--- src/rtl/apbc_pkg.sv ---
// Shared types and constants for the adaptive prefilter bypass controller.
package apbc_pkg;

    localparam int BLK_W  = 11;
    localparam int CNT_W  = 48;
    localparam int EVT_W  = 32;
    localparam int OBS_W  = 13;
    localparam int MODE_W = 3;
    localparam int ADDR_W = 3;
    localparam int DATA_W = 32;

    localparam int DEF_MAX_BLOCK_ROWS = 1024;
    localparam int DEF_PROBE_PERIOD   = 16;

    localparam logic [MODE_W-1:0] MODE_DIRECT    = 3'd0;
    localparam logic [MODE_W-1:0] MODE_ALWAYS    = 3'd1;
    localparam logic [MODE_W-1:0] MODE_PREFIX_20 = 3'd2;
    localparam logic [MODE_W-1:0] MODE_PREFIX_5  = 3'd3;
    localparam logic [MODE_W-1:0] MODE_PREFIX_2  = 3'd4;
    localparam logic [MODE_W-1:0] MODE_PERIODIC  = 3'd5;

    localparam logic REG_POLICY_MODE = 1'b0;

    typedef struct packed {
        logic             first_block;
        logic [BLK_W-1:0] block_rows;
        logic [BLK_W-1:0] block_passes;
        logic [BLK_W-1:0] block_hits;
    } t_in_beat;

    typedef struct packed {
        logic             filtered;
        logic             probed;
        logic             switched;
        logic             active_after;
        logic [CNT_W-1:0] total_filtered_rows;
        logic [CNT_W-1:0] total_verify_calls;
        logic [CNT_W-1:0] total_missed;
        logic [EVT_W-1:0] total_switches;
        logic [EVT_W-1:0] total_probes;
        logic [CNT_W-1:0] total_verified_hits;
    } t_out_beat;

    typedef struct packed {
        logic              restart;
        logic [MODE_W-1:0] mode;
    } t_seq_ctl;

endpackage

--- src/rtl/apbc_step.sv ---
// Per-block decision logic and sequence state of the prefilter bypass controller.
module apbc_step
    import apbc_pkg::*;
#(
    parameter int MAX_BLOCK_ROWS = DEF_MAX_BLOCK_ROWS,
    parameter int PROBE_PERIOD   = DEF_PROBE_PERIOD
) (
    input  logic      i_clk,
    input  logic      i_rst_n,
    input  logic      i_fire,
    input  t_in_beat  i_beat,
    input  t_seq_ctl  i_ctl,
    output t_out_beat o_result
);

    localparam int PH_W = (PROBE_PERIOD > 1) ? $clog2(PROBE_PERIOD) : 1;
    localparam logic [PH_W-1:0] PH_LAST = PH_W'(PROBE_PERIOD - 1);
    localparam logic [PH_W-1:0] PH_ONE  = PH_W'(1 % PROBE_PERIOD);
    localparam logic [BLK_W-1:0] ROWS_CAP =
        (MAX_BLOCK_ROWS > (2**BLK_W - 1)) ? {BLK_W{1'b1}} : BLK_W'(MAX_BLOCK_ROWS);
    localparam logic [EVT_W-1:0] DECIDE_IDX = EVT_W'(3);

    function automatic logic [CNT_W-1:0] sat_add(input logic [CNT_W-1:0] a,
                                                 input logic [BLK_W-1:0] b);
        logic [CNT_W:0] s;
        s = {1'b0, a} + (CNT_W+1)'(b);
        return s[CNT_W] ? {CNT_W{1'b1}} : s[CNT_W-1:0];
    endfunction

    function automatic logic [EVT_W-1:0] sat_inc(input logic [EVT_W-1:0] a);
        return (a == {EVT_W{1'b1}}) ? a : a + EVT_W'(1);
    endfunction

    logic             r_active;
    logic [EVT_W-1:0] r_count;
    logic [PH_W-1:0]  r_phase;
    logic             r_dist_pos;
    logic [1:0]       r_low;
    logic [OBS_W-1:0] r_obs;
    logic [OBS_W-1:0] r_rej;
    logic [CNT_W-1:0] r_sum_filt;
    logic [CNT_W-1:0] r_sum_ver;
    logic [CNT_W-1:0] r_sum_miss;
    logic [EVT_W-1:0] r_sum_sw;
    logic [EVT_W-1:0] r_sum_probe;
    logic [CNT_W-1:0] r_sum_hits;

    logic             n_active;
    logic [EVT_W-1:0] n_count;
    logic [PH_W-1:0]  n_phase;
    logic             n_dist_pos;
    logic [1:0]       n_low;
    logic [OBS_W-1:0] n_obs;
    logic [OBS_W-1:0] n_rej;
    logic [CNT_W-1:0] n_sum_filt;
    logic [CNT_W-1:0] n_sum_ver;
    logic [CNT_W-1:0] n_sum_miss;
    logic [EVT_W-1:0] n_sum_sw;
    logic [EVT_W-1:0] n_sum_probe;
    logic [CNT_W-1:0] n_sum_hits;

    logic             clr;
    logic             c_active;
    logic [EVT_W-1:0] c_count;
    logic [PH_W-1:0]  c_phase;
    logic             c_dist_pos;
    logic [1:0]       c_low;
    logic [OBS_W-1:0] c_obs;
    logic [OBS_W-1:0] c_rej;
    logic [CNT_W-1:0] c_sum_filt;
    logic [CNT_W-1:0] c_sum_ver;
    logic [CNT_W-1:0] c_sum_miss;
    logic [EVT_W-1:0] c_sum_sw;
    logic [EVT_W-1:0] c_sum_probe;
    logic [CNT_W-1:0] c_sum_hits;

    logic [BLK_W-1:0]   rows;
    logic [BLK_W-1:0]   pass;
    logic [BLK_W-1:0]   rej;
    logic               periodic;
    logic               probe;
    logic               filt;
    logic               early;
    logic               count_max;
    logic [OBS_W+4:0]   rej_scaled;
    logic               prefix_off;
    logic               per_blk;
    logic [BLK_W+2:0]   rej_x5;
    logic [BLK_W+2:0]   rows_ext;
    logic               enable;
    logic               low_hit;
    logic [1:0]         low_inc;
    logic               disable_now;
    logic               switch_evt;

    always_comb begin
        clr         = i_beat.first_block;
        c_active    = clr ? (i_ctl.mode != MODE_DIRECT) : r_active;
        c_count     = clr ? '0 : r_count;
        c_phase     = clr ? '0 : r_phase;
        c_dist_pos  = clr ? 1'b0 : r_dist_pos;
        c_low       = clr ? '0 : r_low;
        c_obs       = clr ? '0 : r_obs;
        c_rej       = clr ? '0 : r_rej;
        c_sum_filt  = clr ? '0 : r_sum_filt;
        c_sum_ver   = clr ? '0 : r_sum_ver;
        c_sum_miss  = clr ? '0 : r_sum_miss;
        c_sum_sw    = clr ? '0 : r_sum_sw;
        c_sum_probe = clr ? '0 : r_sum_probe;
        c_sum_hits  = clr ? '0 : r_sum_hits;

        rows = (i_beat.block_rows > ROWS_CAP) ? ROWS_CAP : i_beat.block_rows;
        pass = (i_beat.block_passes > rows) ? rows : i_beat.block_passes;
        rej  = rows - pass;

        periodic  = (i_ctl.mode == MODE_PERIODIC);
        probe     = periodic && !c_active && c_dist_pos && (c_phase == '0);
        filt      = c_active || probe;
        early     = (c_count[EVT_W-1:2] == '0);
        count_max = (c_count == {EVT_W{1'b1}});

        n_obs = (early && filt) ? c_obs + OBS_W'(rows) : c_obs;
        n_rej = (early && filt) ? c_rej + OBS_W'(rej) : c_rej;

        case (i_ctl.mode)
            MODE_PREFIX_20: rej_scaled = {1'b0, n_rej, 4'b0} + {3'b0, n_rej, 2'b0};
            MODE_PREFIX_2:  rej_scaled = {4'b0, n_rej, 1'b0};
            default:        rej_scaled = {3'b0, n_rej, 2'b0} + {5'b0, n_rej};
        endcase

        prefix_off = (c_count == DECIDE_IDX) && (i_ctl.mode >= MODE_PREFIX_20) &&
                     (n_obs != '0) && (rej_scaled < (OBS_W+5)'(n_obs));
        per_blk    = periodic && !early && filt;

        rej_x5   = {rej, 2'b0} + (BLK_W+3)'(rej);
        rows_ext = (BLK_W+3)'(rows);
        enable   = probe && (rows != '0) && (rej_x5 >= {rows_ext[BLK_W+1:0], 1'b0});
        low_hit  = (rows != '0) && (rej_x5 < rows_ext);
        low_inc  = c_low + 2'd1;

        n_active    = c_active;
        n_low       = c_low;
        disable_now = 1'b0;
        switch_evt  = 1'b0;
        if (prefix_off) begin
            n_active    = 1'b0;
            disable_now = 1'b1;
            switch_evt  = 1'b1;
        end else if (per_blk) begin
            if (probe) begin
                if (enable) begin
                    n_active   = 1'b1;
                    n_low      = '0;
                    switch_evt = 1'b1;
                end
            end else begin
                n_low = low_hit ? low_inc : 2'd0;
                if (n_low >= 2'd2) begin
                    n_active    = 1'b0;
                    n_low       = '0;
                    disable_now = 1'b1;
                    switch_evt  = 1'b1;
                end
            end
        end

        n_count = count_max ? c_count : c_count + EVT_W'(1);
        if (disable_now) begin
            n_phase    = count_max ? '0 : PH_ONE;
            n_dist_pos = !count_max;
        end else if (!count_max) begin
            n_phase    = (c_phase == PH_LAST) ? '0 : c_phase + PH_W'(1);
            n_dist_pos = 1'b1;
        end else begin
            n_phase    = c_phase;
            n_dist_pos = c_dist_pos;
        end

        if (filt) begin
            n_sum_filt  = sat_add(c_sum_filt, rows);
            n_sum_ver   = sat_add(c_sum_ver, pass);
            n_sum_miss  = c_sum_miss;
            n_sum_probe = probe ? sat_inc(c_sum_probe) : c_sum_probe;
        end else begin
            n_sum_filt  = c_sum_filt;
            n_sum_ver   = sat_add(c_sum_ver, rows);
            n_sum_miss  = sat_add(c_sum_miss, rej);
            n_sum_probe = c_sum_probe;
        end
        n_sum_hits = sat_add(c_sum_hits, i_beat.block_hits);
        n_sum_sw   = switch_evt ? sat_inc(c_sum_sw) : c_sum_sw;

        o_result.filtered            = filt;
        o_result.probed              = probe;
        o_result.switched            = (c_active != n_active);
        o_result.active_after        = n_active;
        o_result.total_filtered_rows = n_sum_filt;
        o_result.total_verify_calls  = n_sum_ver;
        o_result.total_missed        = n_sum_miss;
        o_result.total_switches      = n_sum_sw;
        o_result.total_probes        = n_sum_probe;
        o_result.total_verified_hits = n_sum_hits;
    end

    always_ff @(posedge i_clk) begin
        if (!i_rst_n || i_ctl.restart) begin
            r_active    <= i_rst_n ? (i_ctl.mode != MODE_DIRECT) : 1'b0;
            r_count     <= '0;
            r_phase     <= '0;
            r_dist_pos  <= 1'b0;
            r_low       <= '0;
            r_obs       <= '0;
            r_rej       <= '0;
            r_sum_filt  <= '0;
            r_sum_ver   <= '0;
            r_sum_miss  <= '0;
            r_sum_sw    <= '0;
            r_sum_probe <= '0;
            r_sum_hits  <= '0;
        end else if (i_fire) begin
            r_active    <= n_active;
            r_count     <= n_count;
            r_phase     <= n_phase;
            r_dist_pos  <= n_dist_pos;
            r_low       <= n_low;
            r_obs       <= n_obs;
            r_rej       <= n_rej;
            r_sum_filt  <= n_sum_filt;
            r_sum_ver   <= n_sum_ver;
            r_sum_miss  <= n_sum_miss;
            r_sum_sw    <= n_sum_sw;
            r_sum_probe <= n_sum_probe;
            r_sum_hits  <= n_sum_hits;
        end
    end

endmodule

--- src/rtl/adaptive_prefilter_bypass_controller.sv ---
// Top level of the adaptive prefilter bypass controller: handshake, register port, result stage.
//
//  channel   direction  handshake                     payload
//  in        input      i_in_valid / o_in_stall       i_in_beat  (t_in_beat)
//  out       output     o_out_valid / i_out_stall     o_out_beat (t_out_beat)
//  config    input      psel penable pwrite pready    paddr pwdata prdata
//
// One beat per cycle sustained while the output is not stalled; an accepted beat is
// registered in the input register and then in the result register around the decision logic.
// Synchronous active-low reset puts the policy in direct mode with all totals at zero.
// A stall on the output holds the result register and, once the input register is
// also full, stalls the input. A policy write restarts the sequence.
module adaptive_prefilter_bypass_controller
    import apbc_pkg::*;
#(
    parameter int MAX_BLOCK_ROWS = DEF_MAX_BLOCK_ROWS,
    parameter int PROBE_PERIOD   = DEF_PROBE_PERIOD
) (
    input  logic              i_clk,
    input  logic              i_rst_n,
    input  logic              i_in_valid,
    output logic              o_in_stall,
    input  t_in_beat          i_in_beat,
    output logic              o_out_valid,
    input  logic              i_out_stall,
    output t_out_beat         o_out_beat,
    input  logic              psel,
    input  logic              penable,
    input  logic              pwrite,
    input  logic [ADDR_W-1:0] paddr,
    input  logic [DATA_W-1:0] pwdata,
    output logic [DATA_W-1:0] prdata,
    output logic              pready
);

    logic              r_in_valid;
    t_in_beat          r_in;
    logic              r_out_valid;
    t_out_beat         r_out;
    logic [MODE_W-1:0] r_mode;

    logic      out_free;
    logic      fire;
    logic      accept;
    logic      cfg_wr;
    t_seq_ctl  ctl;
    t_out_beat result;

    assign out_free   = !r_out_valid || !i_out_stall;
    assign fire       = r_in_valid && out_free;
    assign o_in_stall = r_in_valid && !out_free;
    assign accept     = i_in_valid && !o_in_stall;

    assign pready = 1'b1;
    assign cfg_wr = psel && penable && pwrite && (paddr[2] == REG_POLICY_MODE);
    assign prdata = (paddr[2] == REG_POLICY_MODE) ? DATA_W'(r_mode) : '0;

    assign ctl.restart = cfg_wr;
    assign ctl.mode    = cfg_wr ? pwdata[MODE_W-1:0] : r_mode;

    apbc_step #(
        .MAX_BLOCK_ROWS(MAX_BLOCK_ROWS),
        .PROBE_PERIOD  (PROBE_PERIOD)
    ) u_step (
        .i_clk   (i_clk),
        .i_rst_n (i_rst_n),
        .i_fire  (fire),
        .i_beat  (r_in),
        .i_ctl   (ctl),
        .o_result(result)
    );

    always_ff @(posedge i_clk) begin
        if (!i_rst_n) begin
            r_mode      <= MODE_DIRECT;
            r_in_valid  <= 1'b0;
            r_out_valid <= 1'b0;
        end else begin
            if (cfg_wr) begin
                r_mode <= pwdata[MODE_W-1:0];
            end
            if (accept) begin
                r_in_valid <= 1'b1;
            end else if (fire) begin
                r_in_valid <= 1'b0;
            end
            if (fire) begin
                r_out_valid <= 1'b1;
            end else if (out_free) begin
                r_out_valid <= 1'b0;
            end
        end
    end

    always_ff @(posedge i_clk) begin
        if (accept) begin
            r_in <= i_in_beat;
        end
        if (fire) begin
            r_out <= result;
        end
    end

    assign o_out_valid = r_out_valid;
    assign o_out_beat  = r_out;

endmodule
--- config.mk ---
export PLATFORM = sky130hd
export DESIGN_NAME = adaptive_prefilter_bypass_controller
export DESIGN_NICKNAME = d
export VERILOG_FILES = /design/src/rtl/apbc_pkg.sv /design/src/rtl/apbc_step.sv /design/src/rtl/adaptive_prefilter_bypass_controller.sv
export SDC_FILE = /design/constraint.sdc
export NUM_CORES = 2
export LEC_CHECK = 0
export BUFFER_PORTS_ARGS = -buffer_cell sky130_fd_sc_hd__buf_2
export CAP_MARGIN = 20
export CORE_AREA = 2 2 262 264
export DETAILED_ROUTE_END_ITERATION = 8
export DIE_AREA = 0 0 264 266
export PLACE_DENSITY = 0.77
export SETUP_SLACK_MARGIN = 0.15
export SLEW_MARGIN = 30
export SYNTH_ARGS = -nofsm -noshare
export SYNTH_HDL_FRONTEND = slang
export SYNTH_SLANG_ARGS = --single-unit
--- constraint.sdc ---
create_clock -name i_clk -period 24.6 [get_ports i_clk]
set_input_delay 4.92 -clock i_clk [delete_from_list [all_inputs] [get_ports i_clk]]
set_output_delay 4.92 -clock i_clk [all_outputs]
set_load 0.01 [all_outputs]
==> metrics.md <==
| Metric | Value |
|---|---|
| Status | `completed` |
| # nets final | `between 4k and 5k` |
| First-pass GRT wire length | `between 150000 and 200000 um` |
| Die ar. | `0.0702 mm2` |
| Ant. Diodes | `0` |
| Slew headroom | `0.328` |
| Commonest non-fill, non-tap cell in the layout | `nand2_1` |
| FF+latch count, synth | `between 600 and 700` |
| Worst setup EP type | `flip-flop` |
| Clk pwr share | `0.387` |
| Vias in the first global route | `around 30k` |
| Leak pwr | `approximately 16 nW` |
| Reg-to-Reg End | `u_step.r_sum_sw[25]` |
| Setup TNS | `0 ps` |
| Unrepaired setup endpoints after global routing | `false` |
| Layout fillers | `a little under 6k` |
| Internal | `about 2 mW` |
| Cell Pwr Density | `68.2 mW/mm2` |
| Die Y | `between 200 and 300 um` |
| Switch Pwr | `approximately 800 uW` |
| Synthesized instance count | `4268` |
| Layout cells sized above 1 | `0.122` |
| CP Class | `input pin to flip-flop` |
| Critical Path RT | `~25000 ps` |
| Postcts setup bufs | `0` |
| Hold-fix buffers at CTS | `0` |
| Area growth, synth to finish | `12.3%` |
| Num CTS Buffers | `68` |
| DRC viols | `0` |
| Final WS setup | `10870 ps` |
| Final HPWL DP | `roughly 70000 um` |
| Clk root buf | `clkbuf_16` |
| CP max-delay cell | `or4b_2` |
| Slowest stage delay, CP | `620 ps` |
| Register area | `0.0154 mm2` |
| Placement Setup Slack | `about 10000 ps` |
| Clk_skew | `between 15 and 20 ps` |
| Clk sink count | `621` |
| Initial antenna violation count | `0` |
| Comb pwr share | `0.207` |
| Post-synth EDFFs | `slightly below 300` |
| DRT Pass-1 Iters | `6` |
| Hold path start | `u_step.r_sum_miss[23]` |
| Yosys warning count | `0` |
| Most frequent cells in the layout | `nand2_1, nor2_1, o21ai_0` |
| Gr ovfl total | `0` |
| Per-cell routed wire length | `about 19 um` |
| Overall Global Routing Usage | `0.284` |
| Crit-path max FO | `40` |
| Post-synthesis cell type count | `approximately 100` |
| Synth Flop Type | `dfxtp_1` |
| Worst hold path endpoint | `u_step.r_sum_miss[23]` |
| Reg2reg path depth | `43` |
| Final hold violation count | `0` |
| DRT iter0 DRCs | `around 3.5k` |
| Count of pins over their slew limit | `0` |
| Port-buffer cells | `309` |
| Final hold slack | `450 ps` |
| Largest net degree at the start of global routing | `roughly 170` |
| I/O Pins | `between 300 and 400` |
| Final setup fails | `0` |
| Sw frac | `0.292` |
| Register-to-register setup slack | `around 12000 ps` |
| Post-Syn Area | `0.0368 mm2` |
| DRT antenna net count | `0` |
| Worst r2r src | `r_in[32]` |
| Max clock buf depth | `3` |
| Max IR drop VDD | `approximately 0.049 mV` |
| Average size of a mapped cell | `between 8 and 9 um2` |
| Worst-Margin Slew | `approximately 1000 ps` |
| Maxcap violations | `0` |
| Clk_lat worst skew | `about 620 ps` |
| Die Span X | `264 um` |
| Seq pwr share | `0.406` |
| Design Area, Final | `between 0.04 and 0.05 mm2` |
| Row count | `96` |
| Worst Path Arrival | `roughly 14000 ps` |
| FMAX | `72.8 MHz` |
| Vias | `~33k` |
| Via/cell ratio | `6.09` |
| RePlAce Congestion | `approximately 0.94` |
| Area of the multi-input gates | `around 0.02 mm2` |
| H-tree depth | `3` |
| Initial Utilization | `0.543` |
| Worst hold path depth | `2` |
| Post-synth ARST share | `0` |
| CTS resizes | `0` |
| Crit share post-route | `0.558` |
| Crit path max-delay family | `compound AO/OA/AOI/OAI gates` |
| Worst path bufs/invs | `6` |
| CP Launch Type | `input pin` |
| Post-Route WL | `103000 um` |
| Core ar. | `a little under 0.07 mm2` |
| Clock-pin slew on the worst setup and hold paths | `around 60 ps` |
| Min Tclk post-route | `~14000 ps` |
| Sequential area share after synthesis | `0.418` |
| Hold crit path type | `flip-flop to flip-flop` |
| Clock tree from TritonCTS | `built` |
| Post-DP Area | `about 0.039 mm2` |
worst max-delay path by stage:
stage	startpoint	end	slack, ps	depth (start not counted)
floorplan	i_out_stall	u_step.r_rej[11]	10950	7
global route	paddr[2]	u_step.r_sum_sw[11]	10290	38
detailed placement	paddr[2]	u_step.r_sum_sw[25]	10410	37
finish	paddr[2]	u_step.r_sum_sw[25]	10870	37
CTS	paddr[2]	u_step.r_sum_sw[25]	11060	37
global placement	paddr[2]	u_step.r_sum_sw[29]	10520	37
metal layers:
layer / global-route usage / vias up / routed length (um)
met5: 0 / - / 0
met4: 0.122 / 0 / 4060
met3: 0.0433 / 223 / 8470
met2: 0.448 / 1343 / 46900
met1: 0.390 / 15600 / 43700
li1: - / 15700 / -
state kept, by name, summed over array words and instances, names as in the netlist, 2 cells and up:
| name | flops |
|---|---|
| o_out_beat | 260 |
| r_in | 34 |
| r_mode | 3 |
| u_step.r_count | 32 |
| u_step.r_low | 2 |
| u_step.r_obs | 13 |
| u_step.r_phase | 4 |
| u_step.r_rej | 13 |
| u_step.r_sum_filt | 48 |
| u_step.r_sum_hits | 48 |
| u_step.r_sum_miss | 48 |
| u_step.r_sum_probe | 32 |
| u_step.r_sum_sw | 32 |
| u_step.r_sum_ver | 48 |
synth_stat cells, drive strengths merged, types with 11 or more instances:
library cell | number | area share
a22oi | 42 | 0.0086
ha | 146 | 0.050
a311oi | 21 | 0.0050
a31oi | 54 | 0.0096
or4 | 16 | 0.0033
o21ai | 376 | 0.051
o31ai | 22 | 0.0049
xnor2 | 160 | 0.038
nand4 | 57 | 0.0097
a211oi | 45 | 0.0095
xor2 | 73 | 0.017
a22o | 26 | 0.0062
a21boi | 15 | 0.0031
nand2 | 521 | 0.053
nor2 | 389 | 0.040
or2 | 14 | 0.0025
o211ai | 22 | 0.0046
a21o | 46 | 0.0094
clkbuf | 193 | 0.020
o21a | 33 | 0.0067
edfxtp | 295 | 0.24
nand2b | 22 | 0.0037
a211o | 11 | 0.0026
nor3b | 26 | 0.0053
and2 | 34 | 0.0059
dfxtp | 326 | 0.18
buf | 63 | 0.010
mux2i | 33 | 0.0091
mux2 | 16 | 0.0049
nand3 | 129 | 0.018
nor2b | 171 | 0.029
or3 | 36 | 0.0063
nor3 | 106 | 0.015
o21bai | 11 | 0.0022
a21oi | 350 | 0.048
and4 | 16 | 0.0038
inv | 121 | 0.012
nor4 | 29 | 0.0053
and3 | 67 | 0.011
area by class of cell:
cell class | instances | area share
flip-flops and latches | 621 | 0.373
clock buffers | 91 | 0.0478
repair buffers | 360 | 0.0474
inverters | 121 | 0.0113
clock inverters | 34 | 0.00988
well taps | 882 | 0.0267
multi-input cells | 3298 | 0.484
tightest hold or removal path, cell delays in order (launching register included):
cell	delay, ps
dfxtp_1	310
nand2_1	50
a21oi_1	50
metrics by stage:
stage | utilization | std cells | power, mW
final | 0.609 | 5407 | 2.82
after global routing | 0.609 | 5407 | 2.94
after CTS | 0.609 | 5407 | 2.82
after detailed placement | 0.574 | 5282 | 1.73
after global placement | 0.574 | 5282 | 1.72
after floorplan | - | 4296 | 1.59
power by group through the flow:
| stage | Combinational [mW] | Clock (mW) | Sequential [mW] |
|---|---|---|---|
| final | 0.584 | 1.09 | 1.14 |
| after global routing | 0.644 | 1.15 | 1.15 |
| after CTS | 0.576 | 1.11 | 1.14 |
| after detailed placement | 0.570 | 0 | 1.16 |
| after global placement | 0.558 | 0 | 1.16 |
| after floorplan | 0.410 | 0 | 1.18 |
cells by family (layout without fill, tap and decap cells):
family                     count (synthesis)  after routing  synth area share
AOI/OAI and AO/OA                       1169           1169             0.195
xor gates and xnor gates                 234            234            0.0563
adders and majority gates                157            157            0.0554
buffers and inverters                    377            606            0.0424
DFF                                      621            621             0.418
muxes                                     49             49            0.0140
other                                      2             30          0.000204
and+or+nand+nor                         1659           1659             0.218
Note: power is estimated with default switching activity, not from simulation.
